File: src/rtl/first_fit_unit_allocator_defines.svh
// Assertion helpers for the unit allocator.
// Every check is sampled on clk_i and held off while rst_ni is low.
`ifndef FIRST_FIT_UNIT_ALLOCATOR_DEFINES_SVH
`define FIRST_FIT_UNIT_ALLOCATOR_DEFINES_SVH

// Same-cycle implication
`define FFUA_ASSERT_IMPL(lbl, ante, cons) \
  lbl: assert property (@(posedge clk_i) disable iff (!rst_ni) (ante) |-> (cons)) \
    else $error("ffua check failed");

// Next-cycle implication
`define FFUA_ASSERT_NEXT(lbl, ante, cons) \
  lbl: assert property (@(posedge clk_i) disable iff (!rst_ni) (ante) |=> (cons)) \
    else $error("ffua check failed");

`endif

File: src/rtl/ffua_pkg.sv
`default_nettype none

package ffua_pkg;

  // Field widths
  localparam int unsigned IdW    = 16;
  localparam int unsigned SizeW  = 8;
  localparam int unsigned AddrW  = 7;
  localparam int unsigned TotalW = 8;

  // Unit count in use after reset
  localparam logic [TotalW-1:0] TotalReset = 8'd100;

  // Request payload
  typedef struct packed {
    logic [IdW-1:0]   requester_id;
    logic [SizeW-1:0] size_req;
  } req_t;

  // Result payload
  typedef struct packed {
    logic [IdW-1:0]   echo_id;
    logic             granted;
    logic [AddrW-1:0] start_addr;
    logic [AddrW-1:0] end_addr;
  } rsp_t;

endpackage

`default_nettype wire

File: src/rtl/ffua_chan_if.sv
`default_nettype none

// Valid/ready channel carrying one request or result per handshake
interface ffua_chan_if #(
  parameter type payload_t = logic
);
  logic     valid;
  logic     ready;
  payload_t payload;

  modport source (output valid, output payload, input ready);
  modport sink   (input valid, input payload, output ready);
endinterface

`default_nettype wire

File: src/rtl/first_fit_unit_allocator.sv
// A request goes through a scan pass and, for a granted one, a marking pass before
// its result is registered; a failed request skips the marking pass.
// Throughput: one request at a time; the busy map is a rotating shift register
// read and marked one unit per cycle, so each pass covers all MAX_UNITS units.
// Reset (rst_ni low, async): every unit free, total_units = 100, no result
// pending. The result register lets a new request in while a result waits.
`default_nettype none

module first_fit_unit_allocator #(
  parameter int unsigned MAX_UNITS = 128
) (
  input  wire logic                          clk_i,
  input  wire logic                          rst_ni,
  input  wire logic                          cfg_we_i,
  input  wire logic [ffua_pkg::TotalW-1:0]   cfg_wdata_i,
  ffua_chan_if.sink                          req_i,
  ffua_chan_if.source                        rsp_o
);

`include "first_fit_unit_allocator_defines.svh"

  localparam int unsigned CntW = (MAX_UNITS > 1) ? $clog2(MAX_UNITS) : 1;
  localparam int unsigned LimW = $clog2(MAX_UNITS + 1);
  localparam logic [CntW-1:0] LastCnt = CntW'(MAX_UNITS - 1);

  // Sequencer codes
  localparam logic [1:0] S_IDLE = 2'd0;
  localparam logic [1:0] S_SCAN = 2'd1;
  localparam logic [1:0] S_MARK = 2'd2;
  localparam logic [1:0] S_DONE = 2'd3;

  logic [1:0]                   state_q, state_d;
  logic [MAX_UNITS-1:0]         map_q, map_d;
  logic [ffua_pkg::TotalW-1:0]  total_q;
  logic [CntW-1:0]              cnt_q, cnt_d;
  logic [ffua_pkg::SizeW-1:0]   run_len_q, run_len_d;
  logic                         found_q, found_d;
  logic                         rsp_vld_q, rsp_vld_d;

  // Request context loaded on accept, then the found run bounds and the result
  logic [ffua_pkg::IdW-1:0]     id_q;
  logic [ffua_pkg::SizeW-1:0]   size_q;
  logic [LimW-1:0]              limit_q;
  logic                         size_ok_q;
  logic [CntW-1:0]              start_q, start_d;
  logic [CntW-1:0]              end_q, end_d;
  ffua_pkg::rsp_t               rsp_q, rsp_d;

  logic                         req_acc;
  logic                         rsp_load;
  logic [LimW-1:0]              limit_new;
  logic                         tap_free;
  logic                         in_range;
  logic                         mark_bit;
  logic [ffua_pkg::SizeW-1:0]   run_inc;

  assign req_i.ready   = (state_q == S_IDLE);
  assign req_acc       = req_i.valid && req_i.ready;
  assign rsp_o.valid   = rsp_vld_q;
  assign rsp_o.payload = rsp_q;

  // Units in use, saturated to the map depth
  assign limit_new = (32'(total_q) > MAX_UNITS) ? LimW'(MAX_UNITS) : LimW'(total_q);

  // Unit at the tap is index cnt_q
  assign tap_free = ~map_q[0];
  assign in_range = (32'(cnt_q) < 32'(limit_q));
  assign run_inc  = ffua_pkg::SizeW'(run_len_q + 1'b1);
  assign mark_bit = (cnt_q >= start_q) && (cnt_q <= end_q);
  assign rsp_load = (state_q == S_DONE) && (!rsp_vld_q || rsp_o.ready);

  // Sequencer, bit-serial scan and marking
  always_comb begin
    state_d   = state_q;
    map_d     = map_q;
    cnt_d     = cnt_q;
    run_len_d = run_len_q;
    found_d   = found_q;
    start_d   = start_q;
    end_d     = end_q;
    unique case (state_q)
      S_IDLE: begin
        if (req_acc) begin
          state_d   = S_SCAN;
          cnt_d     = '0;
          run_len_d = '0;
          found_d   = 1'b0;
        end
      end
      S_SCAN: begin
        map_d = {map_q[0], map_q[MAX_UNITS-1:1]};
        if (size_ok_q && !found_q && in_range) begin
          if (tap_free) begin
            if (run_len_q == '0) begin
              start_d = cnt_q;
            end
            run_len_d = run_inc;
            if (run_inc == size_q) begin
              found_d = 1'b1;
              end_d   = cnt_q;
            end
          end else begin
            run_len_d = '0;
          end
        end
        if (cnt_q == LastCnt) begin
          cnt_d   = '0;
          state_d = found_d ? S_MARK : S_DONE;
        end else begin
          cnt_d = cnt_q + 1'b1;
        end
      end
      S_MARK: begin
        map_d = {map_q[0] | mark_bit, map_q[MAX_UNITS-1:1]};
        if (cnt_q == LastCnt) begin
          cnt_d   = '0;
          state_d = S_DONE;
        end else begin
          cnt_d = cnt_q + 1'b1;
        end
      end
      S_DONE: begin
        if (rsp_load) begin
          state_d = S_IDLE;
        end
      end
      default: begin
        state_d = S_IDLE;
      end
    endcase
  end

  // Result register
  always_comb begin
    rsp_d = rsp_q;
    rsp_vld_d = rsp_vld_q;
    if (rsp_vld_q && rsp_o.ready) begin
      rsp_vld_d = 1'b0;
    end
    if (rsp_load) begin
      rsp_vld_d        = 1'b1;
      rsp_d.echo_id    = id_q;
      rsp_d.granted    = found_q;
      rsp_d.start_addr = found_q ? ffua_pkg::AddrW'(start_q) : '0;
      rsp_d.end_addr   = found_q ? ffua_pkg::AddrW'(end_q) : '0;
    end
  end

  // Control state, busy map and register
  always_ff @(posedge clk_i or negedge rst_ni) begin
    if (!rst_ni) begin
      state_q   <= S_IDLE;
      map_q     <= '0;
      total_q   <= ffua_pkg::TotalReset;
      cnt_q     <= '0;
      run_len_q <= '0;
      found_q   <= 1'b0;
      rsp_vld_q <= 1'b0;
    end else begin
      state_q   <= state_d;
      map_q     <= map_d;
      cnt_q     <= cnt_d;
      run_len_q <= run_len_d;
      found_q   <= found_d;
      rsp_vld_q <= rsp_vld_d;
      if (cfg_we_i) begin
        total_q <= cfg_wdata_i;
      end
    end
  end

  // Payload registers
  always_ff @(posedge clk_i) begin
    start_q <= start_d;
    end_q   <= end_d;
    rsp_q   <= rsp_d;
    if (req_acc) begin
      id_q      <= req_i.payload.requester_id;
      size_q    <= req_i.payload.size_req;
      limit_q   <= limit_new;
      size_ok_q <= (req_i.payload.size_req != '0) &&
                   (32'(req_i.payload.size_req) <= 32'(limit_new));
    end
  end

  // Checks
  `FFUA_ASSERT_IMPL(a_mark_needs_fit, state_q == S_MARK, found_q && (start_q <= end_q))
  `FFUA_ASSERT_IMPL(a_run_bounded, state_q == S_SCAN, run_len_q <= size_q)
  `FFUA_ASSERT_IMPL(a_fail_zero_addr, rsp_vld_q && !rsp_q.granted,
                    (rsp_q.start_addr == '0) && (rsp_q.end_addr == '0))
  `FFUA_ASSERT_NEXT(a_load_valid, rsp_load, rsp_vld_q && (state_q == S_IDLE))

endmodule

`default_nettype wire

File: src/flat_wrapper.sv
// flat-port wrapper written by rule: the top's interface ports become plain ports
module first_fit_unit_allocator_flat 
#(
  parameter int unsigned MAX_UNITS = 128
)
  (clk_i, rst_ni, cfg_we_i, cfg_wdata_i, req_i_valid, req_i_payload, req_i_ready, rsp_o_valid, rsp_o_payload, rsp_o_ready);
  ffua_chan_if #(.payload_t(ffua_pkg::req_t)) req_i_i ();
  ffua_chan_if #(.payload_t(ffua_pkg::rsp_t)) rsp_o_i ();
  input  wire logic clk_i;
  input  wire logic rst_ni;
  input  wire logic cfg_we_i;
  input  wire logic [ffua_pkg::TotalW-1:0] cfg_wdata_i;
  input wire logic [$bits(req_i_i.valid)-1:0] req_i_valid;
  input wire logic [$bits(req_i_i.payload)-1:0] req_i_payload;
  output wire logic [$bits(req_i_i.ready)-1:0] req_i_ready;
  output wire logic [$bits(rsp_o_i.valid)-1:0] rsp_o_valid;
  output wire logic [$bits(rsp_o_i.payload)-1:0] rsp_o_payload;
  input wire logic [$bits(rsp_o_i.ready)-1:0] rsp_o_ready;
  assign req_i_i.valid = req_i_valid;
  assign req_i_i.payload = req_i_payload;
  assign req_i_ready = req_i_i.ready;
  assign rsp_o_valid = rsp_o_i.valid;
  assign rsp_o_payload = rsp_o_i.payload;
  assign rsp_o_i.ready = rsp_o_ready;
  first_fit_unit_allocator #(.MAX_UNITS(MAX_UNITS)) u_core (.clk_i(clk_i), .rst_ni(rst_ni), .cfg_we_i(cfg_we_i), .cfg_wdata_i(cfg_wdata_i), .req_i(req_i_i), .rsp_o(rsp_o_i));
endmodule
File: config.mk
export PLATFORM = sky130hd
export DESIGN_NAME = first_fit_unit_allocator_flat
export DESIGN_NICKNAME = d
export VERILOG_FILES = /design/src/rtl/ffua_pkg.sv /design/src/rtl/ffua_chan_if.sv /design/src/rtl/first_fit_unit_allocator.sv /design/src/flat_wrapper.sv
export VERILOG_INCLUDE_DIRS = /design/src /design/src/rtl
export SDC_FILE = /design/constraint.sdc
export NUM_CORES = 1
export LEC_CHECK = 0
export BUFFER_PORTS_ARGS = -buffer_cell sky130_fd_sc_hd__buf_2
export CAP_MARGIN = 20
export CORE_MARGIN = 3
export CORE_UTILIZATION = 23
export CTS_CLUSTER_SIZE = 20
export DETAILED_ROUTE_END_ITERATION = 12
export SYNTH_ARGS = -nofsm -noshare
export SYNTH_HDL_FRONTEND = slang
export SYNTH_SLANG_ARGS = --single-unit
export TNS_END_PERCENT = 10
File: constraint.sdc
create_clock -name clk_i -period 3.1 [get_ports clk_i]
set_clock_uncertainty 0.1 [all_clocks]
set_input_delay 0.465 -clock clk_i [delete_from_list [all_inputs] [get_ports clk_i]]
set_output_delay 0.465 -clock clk_i [all_outputs]
set_load 0.01 [all_outputs]
---- Word-level counts from Yosys, hierarchy flattened ----
Index checks and enable logic that the tools add are counted.
storage, ports and cells
  bits in registers ....................... 233
  bits of input ports ..................... 37
  output and inout bits ................... 33
  word-level logic and storage cells ...... 83
operators by class
  $add $sub $neg .......................... 2
  $lt $le $gt $ge ......................... 5
  eq/ne operators ......................... 10
  muxes and demuxes ....................... 23
  bitwise gates (word level) .............. 2
  reduce and logical (&&, ||, !) cells .... 24
operators by type and width
  cell                   number
  $pmux W128 S2          1
  $mux W8                4
  $pmux W8 S2            1
  $mux W7                2
  $pmux W7 S2            1
  $reduce_and A4 Y1      3
  $add A8 B1 Y8 const B  1
  $eq A8 B8 Y1           1
  $gt A8 B8 Y1 const B   1
  $le A8 B8 Y1           1
  $logic_not A8 Y1       1
  $lt A7 B8 Y1           1
  $mux W1                8
  $mux W2                4
  $ne A2 B1 Y1 const B   4
  $pmux W2 S4            1
  $reduce_bool A2 Y1     4
  $reduce_bool A8 Y1     1
  $add A7 B1 Y7 const B  1
  $eq A7 B7 Y1 const B   1
  $ge A7 B7 Y1           1
  $le A7 B7 Y1           1
  $logic_and A1 B1 Y1    7
  $eq A2 B2 Y1 const B   2
  other kinds (11)       13

---- Longest topological paths before layout ----
Gate-level depths: netlist of run 1.
  word-level depth ........................ 9
  gate-level depth with buffers ........... 10
  mapped depth without buffers ............ 9

---- Worst setup path after synthesis of run 1 ----
No wires, ideal clock.
  kind .................................... register -> register
  from .................................... register u_core.state_q[0]
  to ...................................... register u_core.run_len_q[7] (netlist name)
  setup time .............................. 0.103 ns
  data arrival time ....................... 2.784 ns
  data required time ...................... 2.897 ns
  path slack .............................. 0.113 ns
  cell stages (with the launch flop) ...... 11
  path buffers ............................ 2
  clock period less this slack ............ 2.987 ns
  cells stage by stage .................... dfrtp_1 inv_1 ha_1 buf_2 and2_1 a21oi_1 nor2b_1 a2bb2oi_2 or2_0 buf_2 o41ai_2
between the ends
  word-level cells in the longest chain between the ends .. 4
  elaborated cells between the ends (all ways) .. 8
  classes of those cells .................. eq/ne: 3; mux: 1; reduce/logical: 4
RTL lines
  what                                RTL line                         RTL
  start, declared                     first_fit_unit_allocator.sv:32   logic [1:0] state_q, state_d;
  start signal, assigned              first_fit_unit_allocator.sv:160  state_q <= state_d;
  $logic_not A2 Y1                    first_fit_unit_allocator.sv:57   assign req_i.ready = (state_q == S_IDLE);
  named net req_i_ready               flat_wrapper.sv:15               output wire logic [$bits(req_i_i.ready)-1:0] req_i_ready;
  $logic_and A1 B1 Y1                 first_fit_unit_allocator.sv:58   assign req_acc = req_i.valid && req_i.ready;
  named net u_core.req_acc            first_fit_unit_allocator.sv:49   logic req_acc;
  $ne A2 B2 Y1 (no source line)       n/a
  $reduce_and A3 Y1 (no source line)  n/a
  end signal, assigned                first_fit_unit_allocator.sv:163  run_len_q <= run_len_d;
  end, declared                       first_fit_unit_allocator.sv:36   logic [ffua_pkg::SizeW-1:0] run_len_q, run_len_d;
The timed path passes the listed nets, and every way through them passes these cells.
A chain may end at the register's enable or synchronous reset.

---- Worst setup path in the final report of run 1 ----
  from .................................... register u_core.run_len_q[0] (netlist name)
  to ...................................... register u_core.end_q[0], enable pin
between the ends
  word-level cells in the longest chain between the ends .. 3
RTL lines
  what                                RTL line                         RTL
  $add A8 B1 Y8                       first_fit_unit_allocator.sv:68   assign run_inc = ffua_pkg::SizeW'(run_len_q + 1'b1);
  $eq A8 B8 Y1                        first_fit_unit_allocator.sv:98   if (run_inc == size_q) begin
  $reduce_and A4 Y1 (no source line)  n/a
  end signal, assigned                first_fit_unit_allocator.sv:175  end_q <= end_d;
  end, declared                       first_fit_unit_allocator.sv:46   logic [CntW-1:0] end_q, end_d;
Every way passes these cells.

==> results of run 1 <==
placed cells by master (no fill, tap or decap), types with 3 or more instances in the layout:
master / n
a21o_1: 4
a21oi_1: 15
and2_1: 16
and3_1: 4
buf_2: 68
buf_4: 9
clkbuf_1: 12
clkbuf_16: 25
clkbuf_8: 3
clkinv_2: 3
dfrtp_1: 152
dfstp_2: 3
edfxtp_1: 78
ha_1: 34
inv_1: 37
mux2_2: 134
nand2_1: 25
nand2b_1: 7
nand3_1: 11
nand4_1: 5
nor2_1: 22
nor2b_1: 4
nor3_1: 5
nor4_1: 5
o211ai_1: 5
o21a_1: 4
o21ai_0: 20
o221ai_1: 3
o22ai_1: 4
o31ai_1: 5
xnor2_1: 7
cells by family after synthesis:
family,Yosys count
muxes,135
DFF,233
and+or+nand+nor,118
adders and majority gates,35
AOI/OAI and AO/OA,78
buffers and inverters,64
xor gates and xnor gates,10
metal layers:
layer	up-vias	part of all wire (%)
met5	-	0
met4	0	3.2
met3	33	4.4
met2	113	47
met1	2633	46
li1	2595	-
registers in the layout, indices dropped and copies added, names as in the netlist:
name                  cells
u_core.map_q            128
u_core.rsp_o.payload     31
u_core.id_q              16
u_core.limit_q            8
u_core.run_len_q          8
u_core.size_q             8
u_core.total_q            8
u_core.cnt_q              7
u_core.end_q              7
u_core.start_q            7
u_core.state_q            2
u_core.found_q            1
u_core.rsp_o.valid        1
u_core.size_ok_q          1
through the flow:
step | std cells | instance area, µm² | total power, mW | util (%)
after floorplan | 673 | 9750 | 6.43 | -
after global placement | 1259 | 10800 | 7.18 | 26.0
after detailed placement | 1259 | 10800 | 7.25 | 26.0
after CTS | 1306 | 11500 | 10.0 | 27.8
after global routing | 1306 | 11500 | 10.5 | 27.8
final | 1307 | 11500 | 9.88 | 27.8
power by group:
group,total [mW],internal (mW),switching [mW]
Sequential,4.08,3.79,0.297
Combinational,3.08,1.38,1.70
Clock,2.71,1.58,1.14
cell type report:
type | count | share of cell area, %
Sequential cell | 233 | 54.0
Multi-Input combinational cell | 376 | 28.4
Clock buffer | 40 | 6.18
Tap cell | 532 | 5.78
Timing Repair Buffer | 81 | 4.07
Inverter | 38 | 1.24
Clock inverter | 6 | 0.337
Antenna cell | 1 | 0.0217
how the worst min path moves through the flow:
stage                           start                       end  slack [ns]  cells past startpoint
CTS                 req_i_payload[23]           u_core.id_q[15]       0.004                      1
finish              req_i_payload[23]           u_core.id_q[15]        0.02                      1
global placement      u_core.id_q[11]  u_core.rsp_o.payload[26]        0.30                      0
detailed placement     u_core.id_q[1]  u_core.rsp_o.payload[16]        0.30                      0
floorplan                      rst_ni           u_core.cnt_q[0]        0.07                      0
global route        req_i_payload[23]           u_core.id_q[15]        0.01                      1
repair_timing:
item | in CTS | in global routing
setup buffers | 0 | 0
hold buffers | 1 | 0
hold endpoints to repair | 55 | 0
endpoints found under the setup margin | 0 | 0
==> run summary, run 1 <==
Grt met1 use: 9.68%
Synth warnings: 0
Initial antenna violation count: 0
Top cell family by delay on the critical path: simple AND/OR/NAND/NOR gates
Detail Route Antenna Nets: 0
Mapped Nets: 745
Synth Flop Type: dfrtp_1
Flop-to-flop setup slack: 0.38 ns
Global-route wire length before repair: 28400 µm
GR peak layer: met2
Reg2reg start: u_core.run_len_q[0]
Die Ht: 212 µm
Final Max Tran Viols: 0
Critical Path Sink: u_core.end_q[0]
Stages on worst setup path: 6
Top cell type by total area after synthesis: dfrtp_1
Pwr dens: 857 mW/mm²
Total Routing Usage GR: 7.56%
Final critical-path share of the clock period: 87.6%
RSZ-0062 raised after global routing: no
Syn-to-layout area delta: 18.2%
Final net count: 827
Crit end category: register
H-tree levels: 1
R2R cell count: 6
CP startpoint kind: register
Vias in the first global route: 5761
Routability congestion estimate: 0.780
Register bit total from synthesis: 233
Max clock buf depth: 3
WP data arrival: 2.83 ns
Maximum number of pins on one net before global-route repair: 93
Routed WL: 16600 µm
Die Area: 0.0449 mm²
Pre-CTS setup slack: 0.393 ns
Routed via count: 5374
WS Path Type: reg2reg
Multi-input combinational cell area: 0.00327 mm²
Fin. Hold Viols: 0
Slew Limit Headroom: 59.1%
CTS Buf Count: 25
Critical-path maximum fanout: 7
Max-cap viol count: 0
EDFF count, synth: 78
Mapped cell area: 0.00975 mm²
GR Layer Usage met2: 12.5%
LEAKAGE: 5.16 nW
Req. time, crit path: 3.21 ns
Post-CTS sizing: 0
Post-Synth XOR/XNOR Area: 0.975%
End of the worst register-to-register path: u_core.end_q[0]
Top cell type's share of synthesized area: 39.0%
CP Cell Sequence: inv_1, ha_1, xor2_1, or4_4, a2111oi_4, and4bb_2
Worst vdd ir: 0.000694 V
Final setup viols: 0
CTS tree: yes
Worst path buffer plus inverter count: 1
Post-synthesis simple-gate area fraction: 6.55%
Min Tclk post-route: 2.72 ns
Filler instances: 4194
Syn Inst Count: 673
Slew of the pin with the lowest slew margin: 0.614 ns
Std cell rows: 74
Final setup TNS: 0 ns
Iteration-0 DRC Markers: 366
Outcome: completed
Clk_lat worst skew: 0.51 ns
Asr flop ratio synth: 66.5%
Final setup margin: 0.384 ns
Wirelength per Cell: 12.7 µm
Top cells by count, synth: dfrtp_1 (152), mux2_2 (134), edfxtp_1 (78)
DRC viols: 0
Initial core utilization: 23.6%
Hold crit path type: in2reg
Core region area: 0.0414 mm²
Compound-Gate Fraction of Synth Area: 5.81%
Largest family of logic cells by synthesized area: multiplexers
Yosys cell types: 58
Synthesized-area fraction occupied by adder cells: 4.49%
Grt total ovfl: 0
CTS Sinks: 233
DP HPWL: 11100 µm
Top post-synthesis cells by area: dfrtp_1 (39%), edfxtp_1 (24%), mux2_2 (15%), ha_1 (4.5%), inv_1 (1.4%)
Register Area: 0.00622 mm²
Reg clk slew, reported paths: 0.06 ns
Slowest CP cell: or4_4
Crit-path max cell delay: 0.52 ns
Cell with the most instances after synthesis: dfrtp_1
Via density: 4.11
Met3 Use GR: 1.66%
1st-pass router iterations: 4
Syn_area_per_cell: 14.5 µm²
IO buf count: 69
Die Width: 212 µm
I/O Pins: 70
Mux cell area share after synthesis: 15.6%
Worst setup path start: u_core.run_len_q[0]
Hold WS: 0.0225 ns
Root Driver: clkbuf_16
Post-synthesis sequential area ratio: 63.9%
Max Clock Freq: 368 MHz
Share of cells above drive strength 1: 34.2%
Power figures use the tool's default switching activity.
==> inputs of run 2 (changes only) <==
--- a/config.mk
+++ b/config.mk
@@ -10,6 +10,7 @@
 export CAP_MARGIN = 20
 export CORE_MARGIN = 3
 export CORE_UTILIZATION = 23
+export CTS_BUF_LIST = sky130_fd_sc_hd__clkbuf_4 sky130_fd_sc_hd__clkbuf_8 sky130_fd_sc_hd__clkbuf_16
 export CTS_CLUSTER_SIZE = 20
 export DETAILED_ROUTE_END_ITERATION = 12
 export SYNTH_ARGS = -nofsm -noshare
==> run summary, run 2 (synthesized netlist as in run 1, its figures left out) <==
Grt total ovfl: 0
Wirelength per Cell: 12.7 µm
Final setup margin: 0.386 ns
Clk_lat worst skew: 0.52 ns
Flop-to-flop setup slack: 0.39 ns
1st-pass router iterations: 4
Final setup TNS: 0 ns
Fin. Hold Viols: 0
Root Driver: clkbuf_16
I/O Pins: 70
Post-CTS sizing: 0
Worst vdd ir: 0.000690 V
Iteration-0 DRC Markers: 314
Share of cells above drive strength 1: 35.8%
H-tree levels: 1
Routed WL: 16600 µm
Max clock buf depth: 3
Final instance count without filler cells: 1307
Internal Power: 6.85 mW
Pwr dens: 863 mW/mm²
Final Max Tran Viols: 0
Hold crit path type: in2reg
Routability congestion estimate: 0.780
CTS Buf Count: 25
CTS Sinks: 233
Sequential power share: 40.9%
Global-route wire length before repair: 28400 µm
Most flops, register: u_core.map_q
Std cell rows: 74
RSZ-0062 raised after global routing: no
NetSw: 3.13 mW
Final Util: 28.0%
Slew Limit Headroom: 59.1%
WP data arrival: 2.83 ns
CP startpoint kind: register
Combinational share of power: 30.8%
Via density: 4.14
Crit end category: register
Slew of the pin with the lowest slew margin: 0.614 ns
Critical-path maximum fanout: 7
Filler instances: 4191
Commonest non-fill, non-tap cell in the layout: dfrtp_1
Syn-to-layout area delta: 18.7%
Placed Cells: 1259
Core region area: 0.0414 mm²
Clock Power Share: 28.2%
Max-cap viol count: 0
Postcts setup bufs: 0
Total Routing Usage GR: 7.58%
Routed via count: 5409
Req. time, crit path: 3.21 ns
Maximum number of pins on one net before global-route repair: 93
LEAKAGE: 5.20 nW
Sw Ratio: 31.4%
Outcome: completed
Pre-CTS setup slack: 0.393 ns
Die Ht: 212 µm
Die Area: 0.0449 mm²
Final critical-path share of the clock period: 87.5%
Max Clock Freq: 368 MHz
IO buf count: 69
Final setup viols: 0
Initial core utilization: 23.6%
WS Path Type: reg2reg
Initial antenna violation count: 0
Most frequent cells in the layout: dfrtp_1 (152), mux2_2 (134), edfxtp_1 (78)
CTS tree: yes
DRC viols: 0
Min Tclk post-route: 2.71 ns
Final net count: 827
Detail Route Antenna Nets: 0
Max reg flops: 128
Die Width: 212 µm
Total power: 9.98 mW
Vias in the first global route: 5756
DP HPWL: 11100 µm
Reg clk slew, reported paths: 0.06 ns
==> run 2: metal layers <==
layer | up-vias | track usage, % | routed length, µm
met5 | - | 0 | 0
met4 | 0 | 3.09 | 524
met3 | 33 | 1.66 | 729
met2 | 118 | 12.5 | 7740
met1 | 2660 | 9.68 | 7620
li1 | 2598 | - | -
==> run 2: worst paths after layout <==
kind | start | end | depth (start not counted)
hold / removal | req_i_payload[23] | u_core.id_q[15] | 1
max in group asynchronous | rst_ni | u_core.map_q[108] | 3
setup reg to reg | u_core.run_len_q[0] | u_core.end_q[0] | 6
setup / recovery | u_core.run_len_q[0] | u_core.end_q[0] | 6
min in group asynchronous | rst_ni | u_core.map_q[25] | 2
hold reg to reg | u_core.id_q[1] | u_core.rsp_o.payload[16] | 0
==> run 2: metrics by stage <==
step	area [µm²]	hold slack, ns
2_1_floorplan	9750	0.0694
3_3_place_gp	10800	0.301
3_5_place_dp	10800	0.305
4_1_cts	11600	0.00404
5_1_grt	11600	0.0101
6_report	11600	0.0235
==> run 2: critical path, cell delays in order, from the launching register on <==
cell and delay (ns):
dfrtp_1 0.48, inv_1 0.08, ha_1 0.32, xor2_1 0.16, or4_4 0.52, a2111oi_4 0.34
and4bb_2 0.40
==> run 2: repair_timing <==
item / in CTS / in global routing
setup endpoints to repair: 0 / 0
hold buffers: 1 / 0
endpoints found under the hold margin: 55 / 0
==> run 2: power by group through the flow <==
stage	combinational, mW	sequential (mW)	clock [mW]
after floorplan	2.30	4.13	0
after global placement	3.04	4.13	0
after detailed placement	3.11	4.15	0
after CTS	3.12	4.09	2.92
after global routing	3.42	4.16	3.03
final	3.08	4.09	2.82
==> run 2: layout make-up <==
type	count	area (µm²)	share of cell area, %
flip-flops and latches	233	6220	53.8
multi-input cells	376	3270	28.3
clock buffers	40	757	6.54
well taps	532	666	5.75
repair buffers	81	469	4.06
inverters	38	143	1.23
clock inverters	6	38.8	0.335
diodes	1	2.50	0.0216
==> inputs of run 3 (changes only) <==
--- a/config.mk
+++ b/config.mk
@@ -10,9 +10,10 @@
 export CAP_MARGIN = 20
 export CORE_MARGIN = 3
 export CORE_UTILIZATION = 23
-export CTS_BUF_LIST = sky130_fd_sc_hd__clkbuf_4 sky130_fd_sc_hd__clkbuf_8 sky130_fd_sc_hd__clkbuf_16
+export CTS_BUF_LIST = sky130_fd_sc_hd__clkbuf_8
 export CTS_CLUSTER_SIZE = 20
 export DETAILED_ROUTE_END_ITERATION = 12
+export REMOVE_ABC_BUFFERS = 1
 export SYNTH_ARGS = -nofsm -noshare
 export SYNTH_HDL_FRONTEND = slang
 export SYNTH_SLANG_ARGS = --single-unit
==> run summary, run 3 (synthesized netlist as in run 1, its figures left out) <==
Slew Limit Headroom: 58.6%
Max clock buf depth: 3
Final instance area: 0.0117 mm²
Critical Path Sink: u_core.end_q[4]
Routability congestion estimate: 0.776
Most flops, register: u_core.map_q
Req. time, crit path: 3.22 ns
Hold crit path type: in2reg
Clk_lat worst skew: 0.53 ns
Fin. Hold Viols: 0
Core region area: 0.0414 mm²
1st-pass router iterations: 4
Slowest CP cell: or4_4
Initial core utilization: 23.6%
WP data arrival: 2.85 ns
DP HPWL: 11200 µm
NetSw: 3.19 mW
Via density: 4.10
Iteration-0 DRC Markers: 337
Initial antenna violation count: 0
Root Driver: clkbuf_8
CTS tree: yes
Commonest non-fill, non-tap cell in the layout: dfrtp_1
WS Path Type: reg2reg
H-tree levels: 2
Maximum number of pins on one net before global-route repair: 64
CTS Buf Count: 40
IO buf count: 69
Routed WL: 17400 µm
Crit end category: register
Vias in the first global route: 5785
I/O Pins: 70
Worst vdd ir: 0.000593 V
Reg2reg start: u_core.run_len_q[0]
Share of cells above drive strength 1: 35.1%
Total Routing Usage GR: 7.95%
Slew of the pin with the lowest slew margin: 0.620 ns
R2R cell count: 6
Flop-to-flop setup slack: 0.37 ns
Internal Power: 6.63 mW
Final instance count without filler cells: 1349
Wirelength per Cell: 12.9 µm
Clock Power Share: 26.4%
Global-route wire length before repair: 29400 µm
Die Area: 0.0449 mm²
Grt total ovfl: 0
Worst path buffer plus inverter count: 1
LEAKAGE: 5.31 nW
Ant diodes: 0
Placed Cells: 1260
Detail Route Antenna Nets: 0
Max Clock Freq: 367 MHz
Final Max Tran Viols: 0
End of the worst register-to-register path: u_core.end_q[4]
Final setup TNS: 0 ns
Hold Buf Count CTS: 17
Post-DP Area: 0.0108 mm²
Pwr dens: 838 mW/mm²
CP Cell Sequence: inv_1, ha_1, xor2_1, or4_4, a2111oi_4, and4bb_2
Sequential power share: 41.4%
Combinational share of power: 32.1%
Die Width: 212 µm
Min Tclk post-route: 2.73 ns
Max-cap viol count: 0
Die Ht: 212 µm
CTS Sinks: 233
RSZ-0062 raised after global routing: no
DRC viols: 0
Post-CTS sizing: 0
Stages on worst setup path: 6
Final setup viols: 0
Top cell family by delay on the critical path: simple AND/OR/NAND/NOR gates
Most frequent cells in the layout: dfrtp_1 (152), mux2_2 (134), edfxtp_1 (78)
Crit-path max cell delay: 0.52 ns
Outcome: completed
Postcts setup bufs: 0
Syn-to-layout area delta: 20.2%
Final critical-path share of the clock period: 87.9%
Filler instances: 4187
Final net count: 859
Std cell rows: 74
Sw Ratio: 32.5%
Worst setup path start: u_core.run_len_q[0]
Critical-path maximum fanout: 7
Max reg flops: 128
Routed via count: 5525
Reg clk slew, reported paths: 0.06 ns
CP startpoint kind: register
-- run 3: metal layers --
layer / wire, µm / part of all wire (%) / GRT usage, %
met4: 358 / 2.1 / 2.84
met1: 8200 / 47 / 10.1
met5: 0 / 0 / 0
met2: 8000 / 46 / 12.9
met3: 884 / 5.1 / 2.25
-- run 3: worst min-delay path by stage --
stage / startpoint / end / cells past startpoint
after floorplan: rst_ni / u_core.cnt_q[0] / 0
after global placement: u_core.id_q[9] / u_core.rsp_o.payload[24] / 0
after detailed placement: u_core.id_q[7] / u_core.rsp_o.payload[22] / 0
after CTS: req_i_payload[5] / u_core.size_q[5] / 1
after global routing: req_i_payload[6] / u_core.size_q[6] / 1
final: req_i_payload[7] / u_core.size_q[7] / 1
-- run 3: power by group through the flow --
stage	Combinational, mW	Sequential, mW	Clock [mW]
floorplan	1.78	4.13	0
global placement	3.12	4.12	0
detailed placement	3.16	4.13	0
CTS	3.19	4.07	2.72
global route	3.48	4.13	2.87
finish	3.16	4.07	2.59
-- run 3: layout make-up --
| type | instances | area [µm²] | area share (%) |
|---|---|---|---|
| timing repair buffer | 98 | 649 | 5.54 |
| sequential | 233 | 6220 | 53.1 |
| clock inverter | 24 | 104 | 0.886 |
| inverter | 38 | 143 | 1.22 |
| tap | 532 | 666 | 5.68 |
| multi-input combinational | 376 | 3270 | 27.9 |
| clock buffer | 48 | 661 | 5.64 |
-- run 3: through the flow --
stage	total power [mW]	utilization (%)	worst slack [ns]	hold slack, ns
after floorplan	5.91	-	-1.65	0.0694
after global placement	7.23	26.1	0.393	0.300
after detailed placement	7.29	26.1	0.368	0.305
after CTS	9.99	28.3	0.354	0.0104
after global routing	10.5	28.3	0.208	0.0250
final	9.82	28.3	0.375	0.0501
